## src/hw/rtl/wps_pkg.sv

```systemverilog
package wps_pkg;

    localparam int unsigned NowW      = 32;
    localparam int unsigned DebounceW = 10;
    localparam int unsigned CircW     = 12;
    localparam int unsigned RpmW      = 16;
    localparam int unsigned SpeedW    = 21;
    localparam int unsigned CfgIdxW   = 1;
    localparam int unsigned CfgDataW  = 12;

    // One quotient bit per divider step; both numerators fit in SpeedW bits.
    localparam int unsigned DivSteps = SpeedW;
    localparam int unsigned CntW     = $clog2(DivSteps);

    localparam logic [SpeedW-1:0] MsPerMinute        = SpeedW'(60000);
    localparam logic [8:0]        CentiKmhPerMmPerMs = 9'd360;

    localparam logic [DebounceW-1:0] DebounceReset = DebounceW'(10);
    localparam logic [CircW-1:0]     CircReset     = CircW'(638);

    localparam logic [CfgIdxW-1:0] CfgDebounce = 1'b0;
    localparam logic [CfgIdxW-1:0] CfgCirc     = 1'b1;

    localparam logic DivSelRpm   = 1'b0;
    localparam logic DivSelSpeed = 1'b1;

    typedef struct packed {
        logic capture;
        logic div_load;
        logic div_sel;
        logic div_step;
        logic commit_rpm;
        logic commit_all;
        logic out_load;
    } t_wps_cmd;

    typedef struct packed {
        logic take;
        logic out_free;
    } t_wps_stat;

endpackage

```

## src/hw/rtl/wps_ctrl.sv

```systemverilog
module wps_ctrl (
    input  logic               i_clk,
    input  logic               i_rst_n,
    input  logic               i_valid,
    output logic               o_ready,
    input  wps_pkg::t_wps_stat i_stat,
    output wps_pkg::t_wps_cmd  o_cmd
);

    localparam logic [2:0] StIdle    = 3'd0;
    localparam logic [2:0] StDivRpm  = 3'd1;
    localparam logic [2:0] StNext    = 3'd2;
    localparam logic [2:0] StDivSpd  = 3'd3;
    localparam logic [2:0] StCommit  = 3'd4;
    localparam logic [2:0] StWrite   = 3'd5;

    logic [2:0]              r_state;
    logic [2:0]              n_state;
    logic [wps_pkg::CntW-1:0] r_cnt;
    logic [wps_pkg::CntW-1:0] n_cnt;
    logic                    cnt_last;
    logic                    accept;

    assign o_ready  = (r_state == StIdle);
    assign accept   = o_ready && i_valid;
    assign cnt_last = (r_cnt == wps_pkg::CntW'(wps_pkg::DivSteps - 1));

    always_comb begin
        n_state = r_state;
        n_cnt   = r_cnt;
        o_cmd   = '0;
        unique case (r_state)
            StIdle: begin
                if (accept) begin
                    o_cmd.capture = 1'b1;
                    n_cnt         = '0;
                    if (i_stat.take) begin
                        o_cmd.div_load = 1'b1;
                        o_cmd.div_sel  = wps_pkg::DivSelRpm;
                        n_state        = StDivRpm;
                    end else begin
                        n_state = StWrite;
                    end
                end
            end
            StDivRpm: begin
                o_cmd.div_step = 1'b1;
                n_cnt          = r_cnt + 1'b1;
                if (cnt_last) begin
                    n_cnt   = '0;
                    n_state = StNext;
                end
            end
            StNext: begin
                o_cmd.commit_rpm = 1'b1;
                o_cmd.div_load   = 1'b1;
                o_cmd.div_sel    = wps_pkg::DivSelSpeed;
                n_state          = StDivSpd;
            end
            StDivSpd: begin
                o_cmd.div_step = 1'b1;
                n_cnt          = r_cnt + 1'b1;
                if (cnt_last) begin
                    n_cnt   = '0;
                    n_state = StCommit;
                end
            end
            StCommit: begin
                o_cmd.commit_all = 1'b1;
                n_state          = StWrite;
            end
            StWrite: begin
                if (i_stat.out_free) begin
                    o_cmd.out_load = 1'b1;
                    n_state        = StIdle;
                end
            end
            default: begin
                n_state = StIdle;
            end
        endcase
    end

    always_ff @(posedge i_clk) begin
        if (!i_rst_n) begin
            r_state <= StIdle;
            r_cnt   <= '0;
        end else begin
            r_state <= n_state;
            r_cnt   <= n_cnt;
        end
    end

endmodule

```

## src/hw/rtl/wps_dp.sv

```systemverilog
module wps_dp (
    input  logic                              i_clk,
    input  logic                              i_rst_n,
    input  logic                              i_cfg_we,
    input  logic [wps_pkg::CfgIdxW-1:0]       i_cfg_idx,
    input  logic [wps_pkg::CfgDataW-1:0]      i_cfg_data,
    input  logic [wps_pkg::NowW-1:0]          i_now_ms,
    input  logic                              i_ready,
    input  wps_pkg::t_wps_cmd                 i_cmd,
    output wps_pkg::t_wps_stat                o_stat,
    output logic                              o_valid,
    output logic                              o_accepted,
    output logic [wps_pkg::NowW-1:0]          o_period_ms,
    output logic [wps_pkg::RpmW-1:0]          o_rpm,
    output logic [wps_pkg::SpeedW-1:0]        o_speed_centi_kmh,
    output logic [wps_pkg::NowW-1:0]          o_distance_mm
);

    logic [wps_pkg::DebounceW-1:0] r_debounce;
    logic [wps_pkg::CircW-1:0]     r_circ;

    logic [wps_pkg::NowW-1:0]   r_last;
    logic [wps_pkg::NowW-1:0]   r_held_period;
    logic [wps_pkg::RpmW-1:0]   r_held_rpm;
    logic [wps_pkg::SpeedW-1:0] r_held_speed;
    logic [wps_pkg::NowW-1:0]   r_dist;

    logic [wps_pkg::NowW-1:0]   r_now;
    logic [wps_pkg::NowW-1:0]   r_delta;
    logic                       r_take;
    logic [wps_pkg::SpeedW-1:0] r_spd_num;

    logic [wps_pkg::NowW-1:0]   r_rem;
    logic [wps_pkg::SpeedW-1:0] r_quo;

    logic                       r_out_valid;
    logic                       r_out_accepted;
    logic [wps_pkg::NowW-1:0]   r_out_period;
    logic [wps_pkg::RpmW-1:0]   r_out_rpm;
    logic [wps_pkg::SpeedW-1:0] r_out_speed;
    logic [wps_pkg::NowW-1:0]   r_out_dist;

    logic [wps_pkg::NowW-1:0]   delta;
    logic [wps_pkg::NowW:0]     rem_sh;
    logic [wps_pkg::NowW:0]     rem_diff;
    logic [wps_pkg::SpeedW-1:0] spd_num;

    assign delta    = i_now_ms - r_last;
    assign rem_sh   = {r_rem, r_quo[wps_pkg::SpeedW-1]};
    assign rem_diff = rem_sh - {1'b0, r_delta};
    assign spd_num  = wps_pkg::SpeedW'(r_circ) * wps_pkg::SpeedW'(wps_pkg::CentiKmhPerMmPerMs);

    assign o_stat.take     = (delta > wps_pkg::NowW'(r_debounce));
    assign o_stat.out_free = !r_out_valid || i_ready;

    always_ff @(posedge i_clk) begin
        if (!i_rst_n) begin
            r_debounce <= wps_pkg::DebounceReset;
            r_circ     <= wps_pkg::CircReset;
        end else if (i_cfg_we) begin
            unique case (i_cfg_idx)
                wps_pkg::CfgDebounce: r_debounce <= i_cfg_data[wps_pkg::DebounceW-1:0];
                wps_pkg::CfgCirc:     r_circ     <= i_cfg_data[wps_pkg::CircW-1:0];
                default: begin
                end
            endcase
        end
    end

    always_ff @(posedge i_clk) begin
        if (i_cmd.capture) begin
            r_now     <= i_now_ms;
            r_delta   <= delta;
            r_take    <= o_stat.take;
            r_spd_num <= spd_num;
        end
        if (i_cmd.div_load) begin
            r_rem <= '0;
            r_quo <= (i_cmd.div_sel == wps_pkg::DivSelSpeed) ? r_spd_num : wps_pkg::MsPerMinute;
        end else if (i_cmd.div_step) begin
            if (!rem_diff[wps_pkg::NowW]) begin
                r_rem <= rem_diff[wps_pkg::NowW-1:0];
                r_quo <= {r_quo[wps_pkg::SpeedW-2:0], 1'b1};
            end else begin
                r_rem <= rem_sh[wps_pkg::NowW-1:0];
                r_quo <= {r_quo[wps_pkg::SpeedW-2:0], 1'b0};
            end
        end
    end

    always_ff @(posedge i_clk) begin
        if (!i_rst_n) begin
            r_last        <= '0;
            r_held_period <= '0;
            r_held_rpm    <= '0;
            r_held_speed  <= '0;
            r_dist        <= '0;
        end else begin
            if (i_cmd.commit_rpm) begin
                r_held_rpm <= r_quo[wps_pkg::RpmW-1:0];
            end
            if (i_cmd.commit_all) begin
                r_held_speed  <= r_quo;
                r_held_period <= r_delta;
                r_last        <= r_now;
                r_dist        <= r_dist + wps_pkg::NowW'(r_circ);
            end
        end
    end

    always_ff @(posedge i_clk) begin
        if (!i_rst_n) begin
            r_out_valid <= 1'b0;
        end else if (i_cmd.out_load) begin
            r_out_valid <= 1'b1;
        end else if (i_ready) begin
            r_out_valid <= 1'b0;
        end
    end

    always_ff @(posedge i_clk) begin
        if (i_cmd.out_load) begin
            r_out_accepted <= r_take;
            r_out_period   <= r_held_period;
            r_out_rpm      <= r_held_rpm;
            r_out_speed    <= r_held_speed;
            r_out_dist     <= r_dist;
        end
    end

    assign o_valid           = r_out_valid;
    assign o_accepted        = r_out_accepted;
    assign o_period_ms       = r_out_period;
    assign o_rpm             = r_out_rpm;
    assign o_speed_centi_kmh = r_out_speed;
    assign o_distance_mm     = r_out_dist;

endmodule

```

## src/hw/rtl/wheel_pulse_speedometer_core.sv

```systemverilog
// Channel   Valid      Ready      Payload
// edge in   i_valid    o_ready    i_now_ms
// result    o_valid    i_ready    o_accepted, o_period_ms, o_rpm, o_speed_centi_kmh,
//                                 o_distance_mm
// config    i_cfg_we   (none)     i_cfg_idx, i_cfg_data
//
// An edge that passes debounce goes through one shared restoring divider, which
// produces one quotient bit per cycle and runs 21 steps for the RPM and then
// 21 steps for the speed.
// A rejected edge skips the divider and goes straight to the output write.
// Reset is synchronous, active low; payload, capture and divider registers are not reset.
// A result waits in the output register until taken, and the next request is
// accepted while it waits.
module wheel_pulse_speedometer_core (
    input  logic                          i_clk,
    input  logic                          i_rst_n,
    input  logic                          i_cfg_we,
    input  logic [wps_pkg::CfgIdxW-1:0]   i_cfg_idx,
    input  logic [wps_pkg::CfgDataW-1:0]  i_cfg_data,
    input  logic                          i_valid,
    output logic                          o_ready,
    input  logic [wps_pkg::NowW-1:0]      i_now_ms,
    output logic                          o_valid,
    input  logic                          i_ready,
    output logic                          o_accepted,
    output logic [wps_pkg::NowW-1:0]      o_period_ms,
    output logic [wps_pkg::RpmW-1:0]      o_rpm,
    output logic [wps_pkg::SpeedW-1:0]    o_speed_centi_kmh,
    output logic [wps_pkg::NowW-1:0]      o_distance_mm
);

    wps_pkg::t_wps_cmd  cmd;
    wps_pkg::t_wps_stat stat;

    wps_ctrl u_ctrl (
        .i_clk   (i_clk),
        .i_rst_n (i_rst_n),
        .i_valid (i_valid),
        .o_ready (o_ready),
        .i_stat  (stat),
        .o_cmd   (cmd)
    );

    wps_dp u_dp (
        .i_clk             (i_clk),
        .i_rst_n           (i_rst_n),
        .i_cfg_we          (i_cfg_we),
        .i_cfg_idx         (i_cfg_idx),
        .i_cfg_data        (i_cfg_data),
        .i_now_ms          (i_now_ms),
        .i_ready           (i_ready),
        .i_cmd             (cmd),
        .o_stat            (stat),
        .o_valid           (o_valid),
        .o_accepted        (o_accepted),
        .o_period_ms       (o_period_ms),
        .o_rpm             (o_rpm),
        .o_speed_centi_kmh (o_speed_centi_kmh),
        .o_distance_mm     (o_distance_mm)
    );

endmodule
```

## config.mk

```make
export PLATFORM = sky130hd
export DESIGN_NAME = wheel_pulse_speedometer_core
export DESIGN_NICKNAME = d
export VERILOG_FILES = /design/src/hw/rtl/wps_pkg.sv /design/src/hw/rtl/wps_ctrl.sv /design/src/hw/rtl/wps_dp.sv /design/src/hw/rtl/wheel_pulse_speedometer_core.sv
export SDC_FILE = /design/constraint.sdc
export NUM_CORES = 1
export LEC_CHECK = 0
export BUFFER_PORTS_ARGS = -buffer_cell sky130_fd_sc_hd__buf_2
export CELL_PAD_IN_SITES_DETAIL_PLACEMENT = 0
export CELL_PAD_IN_SITES_GLOBAL_PLACEMENT = 2
export CORE_ASPECT_RATIO = 1.1
export CORE_UTILIZATION = 39
export CTS_CLUSTER_DIAMETER = 120
export DETAILED_ROUTE_END_ITERATION = 8
export PLACE_DENSITY = 0.77
export SYNTH_ARGS = -nofsm -noshare
export SYNTH_HDL_FRONTEND = slang
export SYNTH_SLANG_ARGS = --single-unit
```

## constraint.sdc

```tcl
create_clock -name i_clk -period 6.1 [get_ports i_clk]
set_clock_uncertainty 0.15 [all_clocks]
set_input_delay 0.305 -clock i_clk [delete_from_list [all_inputs] [get_ports i_clk]]
set_output_delay 0.305 -clock i_clk [all_outputs]
set_load 0.01 [all_outputs]
```

-- Word level (Yosys, flattened, before mapping)
Cells that the tools add are included.
- ROM bits: 0
- memories: 0
- input bits: 50
- bits in writable memories: 0
- flip-flop bits (word level): 402
- bits in latches: 0
- word-level logic and storage cells: 75
- output and inout port bits: 104
- order comparisons: 1
- equal/unequal tests: 10
- shifts and indexed selects: 0
- bitwise gates (word level): 1
- $add $sub $neg: 4
- multipliers: 1
- multiplexer cells: 25
- reduce and logical (&&, ||, !) cells: 12
- div/mod/pow operators: 0
- operators with widths (kind ; count):
    2-to-1 mux 21 bit ; 3
    subtractor 33 x 32 -> 33 bit ; 1
    adder 32 x 12 -> 32 bit ; 1
    > comparator 32 x 10 -> 1 bit ; 1
    2-to-1 mux 32 bit ; 1
    subtractor 32 bit ; 1
    multiplier 12 x 6 -> 18 bit (second input constant) ; 1
    2-to-1 mux 3 bit ; 6
    one-hot mux 3 bit (6 select lines) ; 1
    2-to-1 mux 5 bit ; 2
    one-hot mux 5 bit (2 select lines) ; 1
    2-to-1 mux 1 bit ; 9
    equality test 3 x 2 -> 1 bit (second input constant) ; 2
    equality test 3 bit (second input constant) ; 2
    AND reduction 2 bit ; 3
    nonzero test 2 bit ; 3
    adder 5 x 1 -> 5 bit (second input constant) ; 1
    equality test 5 bit (second input constant) ; 1
    inequality test 2 x 1 -> 1 bit (second input constant) ; 2
    inequality test 2 bit (second input constant) ; 2
    one-hot mux 2 bit (2 select lines) ; 1
    AND reduction 4 bit ; 1
    equality test 3 x 1 -> 1 bit (second input constant) ; 1
    zero test 3 bit ; 1
    other kinds (6) ; 6

-- Logic depth before layout (Yosys ltp)
- depth after elaboration: 7
- depth in mapped cells: 23
- gate-level depth less buffers: 21

-- Hierarchy
A second synthesis with hierarchy kept.
- cell total of the unflattened synthesis: 1877
- area total of the unflattened synthesis: 20165.6 um2
- modules (own cells, without submodules) (module ; cells each ; area an instance (um2) ; times used):
    wps_dp ; 1815 ; 19626.3 ; 1
    wps_ctrl ; 62 ; 539.3 ; 1

-- Worst setup path before layout
No wires, ideal clock.
- path kind: reg2reg
- start: register u_ctrl.r_state[2]
- end: register u_dp.r_out_accepted, in the netlist u_dp.o_accepted, enable pin
- setup time: 564 ps
- arrival time: 4915 ps
- path slack: 472 ps
- data required time: 5386 ps
- buffers on the path: 1
- cell stages (with the launch flop): 4
- clock period less this slack: 5628 ps
- cells stage by stage: dfxtp_1 clkbuf_1 nand2b_1 nor2_1
- RTL lines (what ; line ; RTL):
    start, declared ; wps_ctrl.sv:17 ; logic [2:0] r_state;
    start signal, assigned ; wps_ctrl.sv:86 ; r_state <= StIdle;
    start signal, assigned ; wps_ctrl.sv:89 ; r_state <= n_state;
    end signal, assigned ; wps_dp.sv:123 ; r_out_accepted <= r_take;
    end, declared ; wps_dp.sv:37 ; logic r_out_accepted;

-- Worst setup path in the final report
- start: input port i_now_ms[0] (netlist bit)
- end: register u_dp.r_quo[13] (netlist bit), enable pin
- cells in the longest elaborated chain, start to end: 6
- RTL lines (what ; line ; RTL):
    start, declared ; wheel_pulse_speedometer_core.sv:22 ; input logic [wps_pkg::NowW-1:0] i_now_ms,
    subtractor 32 bit ; wps_dp.sv:48 ; assign delta = i_now_ms - r_last;
    net u_dp.delta (one bit) ; wps_dp.sv:43 ; logic [wps_pkg::NowW-1:0] delta;
    > comparator 32 x 10 -> 1 bit ; wps_dp.sv:53 ; assign o_stat.take = (delta > wps_pkg::NowW'(r_debounce));
    2-to-1 mux 2 bit ; wps_ctrl.sv:37 ; if (i_stat.take) begin
    2-to-1 mux 3 bit ; wps_ctrl.sv:34 ; if (accept) begin
    one-hot mux 2 bit (2 select lines) ; wps_ctrl.sv:32 ; unique case (r_state)
    nonzero test 2 bit (no line) ; -- ;
    end signal, assigned ; wps_dp.sv:79 ; r_quo <= (i_cmd.div_sel == wps_pkg::DivSelSpeed) ? r_spd_num : wps_pkg::MsPerMinute;
    end signal, assigned ; wps_dp.sv:83 ; r_quo <= {r_quo[wps_pkg::SpeedW-2:0], 1'b1};
    end signal, assigned ; wps_dp.sv:86 ; r_quo <= {r_quo[wps_pkg::SpeedW-2:0], 1'b0};
    end, declared ; wps_dp.sv:34 ; logic [wps_pkg::SpeedW-1:0] r_quo;
The timed path passes the listed nets, and every way through them passes these cells.
A chain may end at the register's enable or synchronous reset.

==> summary.txt <==
Run status
  – Outcome: finished, final reports clean

Job
  – Max cap viols: 0

Clocking
  – CTS H-tree lvls: 2
  – TritonCTS Sinks: between 400 and 500
  – Setup Buffers After CTS: 0
  – CTS tree: yes
  – Worst-skew pair later-pin latency: about 0.58 ns
  – Clock buffer depth: 3
  – Cts bufs inserted: 45
  – CTS root buf: clkbuf_16
  – Clk slew on worst S/H paths: around 0.060 ns

Critical path
  – Worst R2R Setup Slack: 0.57 ns
  – Crit-path slowest cell: dlygate4sd3_1
  – CP startpoint kind: input port
  – R2R cell count: 21
  – CP peak stage delay: approximately 0.53 ns
  – Crit path arrival time: a little under 6 ns
  – FF-to-FF Start: u_dp.r_last[0]
  – Critical Path, Cell by Cell: dlygate4sd3_1 -> buf_2 -> inv_1 -> ha_1 -> inv_1 -> fa_1 -> a21o_1 -> a31o_2 -> a21oi_1 -> o21bai_1 -> a21oi_1 -> xnor2_1 -> ha_1 -> o21a_1 -> o32ai_1 -> a31oi_1 -> a2111oi_2 -> o211ai_1 -> or4_1 -> nor3_2 -> nand4b_1 -> o31a_2 -> nand2b_1 -> buf_4
  – Kind of cell adding the most delay to the critical path: compound AO/OA/AOI/OAI gates
  – R2r endpoint: u_dp.r_quo[13]
  – Worst setup EP type: flop
  – CP Data Required Time: between 6 and 7 ns
  – Max FO, Critical Path: 27
  – Crit Path Category: in -> reg
  – Buf/Inv on CP: 5

Cells and area
  – NumNets Final: about 2300
  – Share of layout cells above drive strength 1: 0.125
  – Post-layout util: 0.464
  – # fillers: ~4900
  – Footprint of the multi-input gates: around 8800 um^2
  – Most common cell after layout, fill and taps aside: nand2_1
  – Most frequent cells in the layout: 372 x nand2_1, 206 x edfxtp_1, 196 x dfxtp_1
  – Synthesis-to-layout area growth: 17.6%
  – FF+latch area: just over 10000 um^2
  – Ant. Diodes: 0

Synth
  – Synth Flop Type: edfxtp_1
  – Synth top area share: 0.312
  – Net Count, Synth: about 2100
  – Sequential fraction of the synthesis area: 0.511
  – Ys Warns: 0
  – Area leader, netlist: edfxtp_1
  – Synthesis-stage register bit count: ~400
  – EDFF count, synth: 206
  – Area of the mapped netlist: 19800 um^2
  – Yosys cell types: 70
  – Async SR Flop Fraction: 0
  – Area contributors post-synth: edfxtp_1 31%, dfxtp_1 20%, ha_1 7.6%, nand2_1 7.1%, a21boi_0 4.9%
  – Mapped Avg Cell Area: between 10 and 15 um^2
  – Mapped Cells: 1956

STA
  – Fin. Hold Viols: 0
  – PnR worst setup slack: between 0.4 and 0.5 ns
  – Setup TNS: 0 ns
  – Final min period: about 5.6 ns
  – RSZ-0062 raised after global routing: false
  – Max Fclk: about 180 MHz
  – Setup violators final: 0
  – Part of the cycle the worst path needs: 0.923
  – Worst Max-Slew Pin Slew: around 1.1 ns
  – Slew Limit Fails: 0
  – Slew margin rel.: 0.252

Power and ir drop
  – Pwr/cell area: around 290 nW/um^2
  – Flop pwr share: 0.444
  – Peak VDD IR: 192 uV
  – Overall power: between 6000 and 7000 uW
  – Clock share of power: 0.434
  – Switching pwr: 1710 uW
  – Comb pwr share: 0.123
  – Sw Ratio: 0.250
  – P_leak: roughly 0.0090 uW
  – Pint: just over 5000 uW

Die
  – Ports: approximately 150
  – Height of the die: ~240 um
  – Rows: between 80 and 90
  – Die area: 51700 um^2
  – Die W: around 220 um
  – Core area: approximately 50000 um^2
  – Initial Util: 0.395

GRT
  – Largest net degree at the start of global routing: about 100
  – First-pass GRT wire length: roughly 76000 um
  – Number of global-route vias before repair: 13992
  – Initial antenna violation count: 2
  – Aggregate global routing overflow: 0
  – All-Layer GR Usage: 0.184

Worst hold path
  – Hold path depth: 4
  – WHS Endpoint: u_dp.r_debounce[9]
  – Worst hold path type: in -> reg
  – Worst hold start: i_cfg_idx

Placed design
  – Dpl ws: ~0.43 ns
  – RD Place Congestion: 0.821
  – Port-buffer cells: between 150 and 200
  – HPWL after DPL: roughly 33000 um

Drt
  – DR iter-0 viols: between 700 and 800
  – Via count: approximately 14000
  – Routed wire length: roughly 47000 um
  – Number of vias per cell: 5.01
  – Post-route ant nets: 0
  – Drt pass-1 iters: 5
  – Drt wl/cell: between 15 and 20 um
  – DR DRC count: 0
[metrics by stage]
step,cell area (um^2),hold WS [ns],cells
floorplan,19800,0.250,1956
global placement,21200,0.264,2698
detailed placement,21200,0.265,2698
CTS,23300,0.0529,2828
global route,23300,0.0889,2828
finish,23300,0.0930,2828
[registers in the layout (all words and copies together) (netlist names), 5 cells and up]
name,cells
u_ctrl.r_cnt,5
u_dp.o_distance_mm,32
u_dp.o_period_ms,32
u_dp.o_rpm,16
u_dp.o_speed_centi_kmh,21
u_dp.r_circ,12
u_dp.r_debounce,10
u_dp.r_delta,32
u_dp.r_dist,32
u_dp.r_held_period,32
u_dp.r_held_rpm,16
u_dp.r_held_speed,21
u_dp.r_last,32
u_dp.r_now,32
u_dp.r_quo,21
u_dp.r_rem,32
u_dp.r_spd_num,18
[Yosys cell counts, types with 18 or more instances]
cell      instances
xnor2_1          48
xor2_1           35
nand2_1         373
dfxtp_1         196
o21ai_0          71
a21boi_0        129
clkbuf_1         77
edfxtp_1        206
and2_1           24
nor2_1           45
o22ai_1          27
a21o_1           36
nand4_1          18
ha_1            120
nand2b_1         21
nand3_1          51
inv_1           150
fa_1             21
a21oi_1          83
mux2i_1          26
[cells by family after synthesis]
logic type	count (synthesis)	share of synthesized area
and+or+nand+nor	623	0.144
AOI/OAI and AO/OA	446	0.153
DFF	402	0.511
buffers and inverters	235	0.0457
adders and majority gates	141	0.0971
xor gates and xnor gates	83	0.0367
muxes	26	0.0131
[power by group through the flow]
stage / clock (uW) / combinational, uW / sequential (uW)
3_5_place_dp: 0 / 817 / 3090
5_1_grt: 3140 / 954 / 3040
3_3_place_gp: 0 / 809 / 3090
6_report: 2960 / 838 / 3030
4_1_cts: 3040 / 847 / 3030
2_1_floorplan: 0 / 629 / 3060
[how the worst max path moves through the flow]
stage,cells past startpoint,start,slack (ns),endpoint
floorplan,3,u_ctrl.r_state[2],0.47,u_dp.o_accepted
global route,24,i_now_ms[0],0.24,u_dp.r_rem[2]
detailed placement,23,i_now_ms[0],0.43,u_dp.r_quo[15]
global placement,23,i_now_ms[0],0.50,u_dp.r_quo[15]
finish,24,i_now_ms[0],0.47,u_dp.r_quo[13]
CTS,24,i_now_ms[0],0.50,u_dp.r_quo[5]
[worst reg2reg max path, stage by stage (launching register included)]
cell       delay, ns
dfxtp_1         0.33
ha_1            0.17
inv_1           0.06
fa_1            0.40
a21o_1          0.21
a31o_2          0.25
a21oi_1         0.24
o21bai_1        0.09
a21oi_1         0.18
xnor2_1         0.18
ha_1            0.29
o21a_1          0.19
o32ai_1         0.12
a31oi_1         0.13
a2111oi_2       0.33
o211ai_1        0.15
or4_1           0.45
nor3_2          0.14
nand4b_1        0.21
o31a_2          0.53
nand2b_1        0.22
buf_4           0.24
[cell type report]
cell class | count | area share
multi-input cells | 1319 | 0.379
repair buffers | 213 | 0.0573
clock buffers | 49 | 0.0504
well taps | 660 | 0.0355
flip-flops and latches | 402 | 0.434
inverters | 150 | 0.0242
clock inverters | 35 | 0.0197
[routing by layer]
metal / track usage / part of all wire / wire, um / vias to the layer above
li1: - / - / - / 7190
met1: 0.257 / 0.49 / 23200 / 6703
met2: 0.295 / 0.45 / 21400 / 220
met3: 0.0240 / 0.034 / 1600 / 64
met4: 0.0578 / 0.022 / 1030 / 2
met5: 0 / 0.00021 / 10 / -
[what timing repair did]
| action | CTS | global route |
|---|---|---|
| hold endpoints to repair | 56 | 0 |
| resized for setup | 0 | 0 |
| hold buffers | 46 | 0 |
Note: power is estimated with default switching activity, not from simulation.
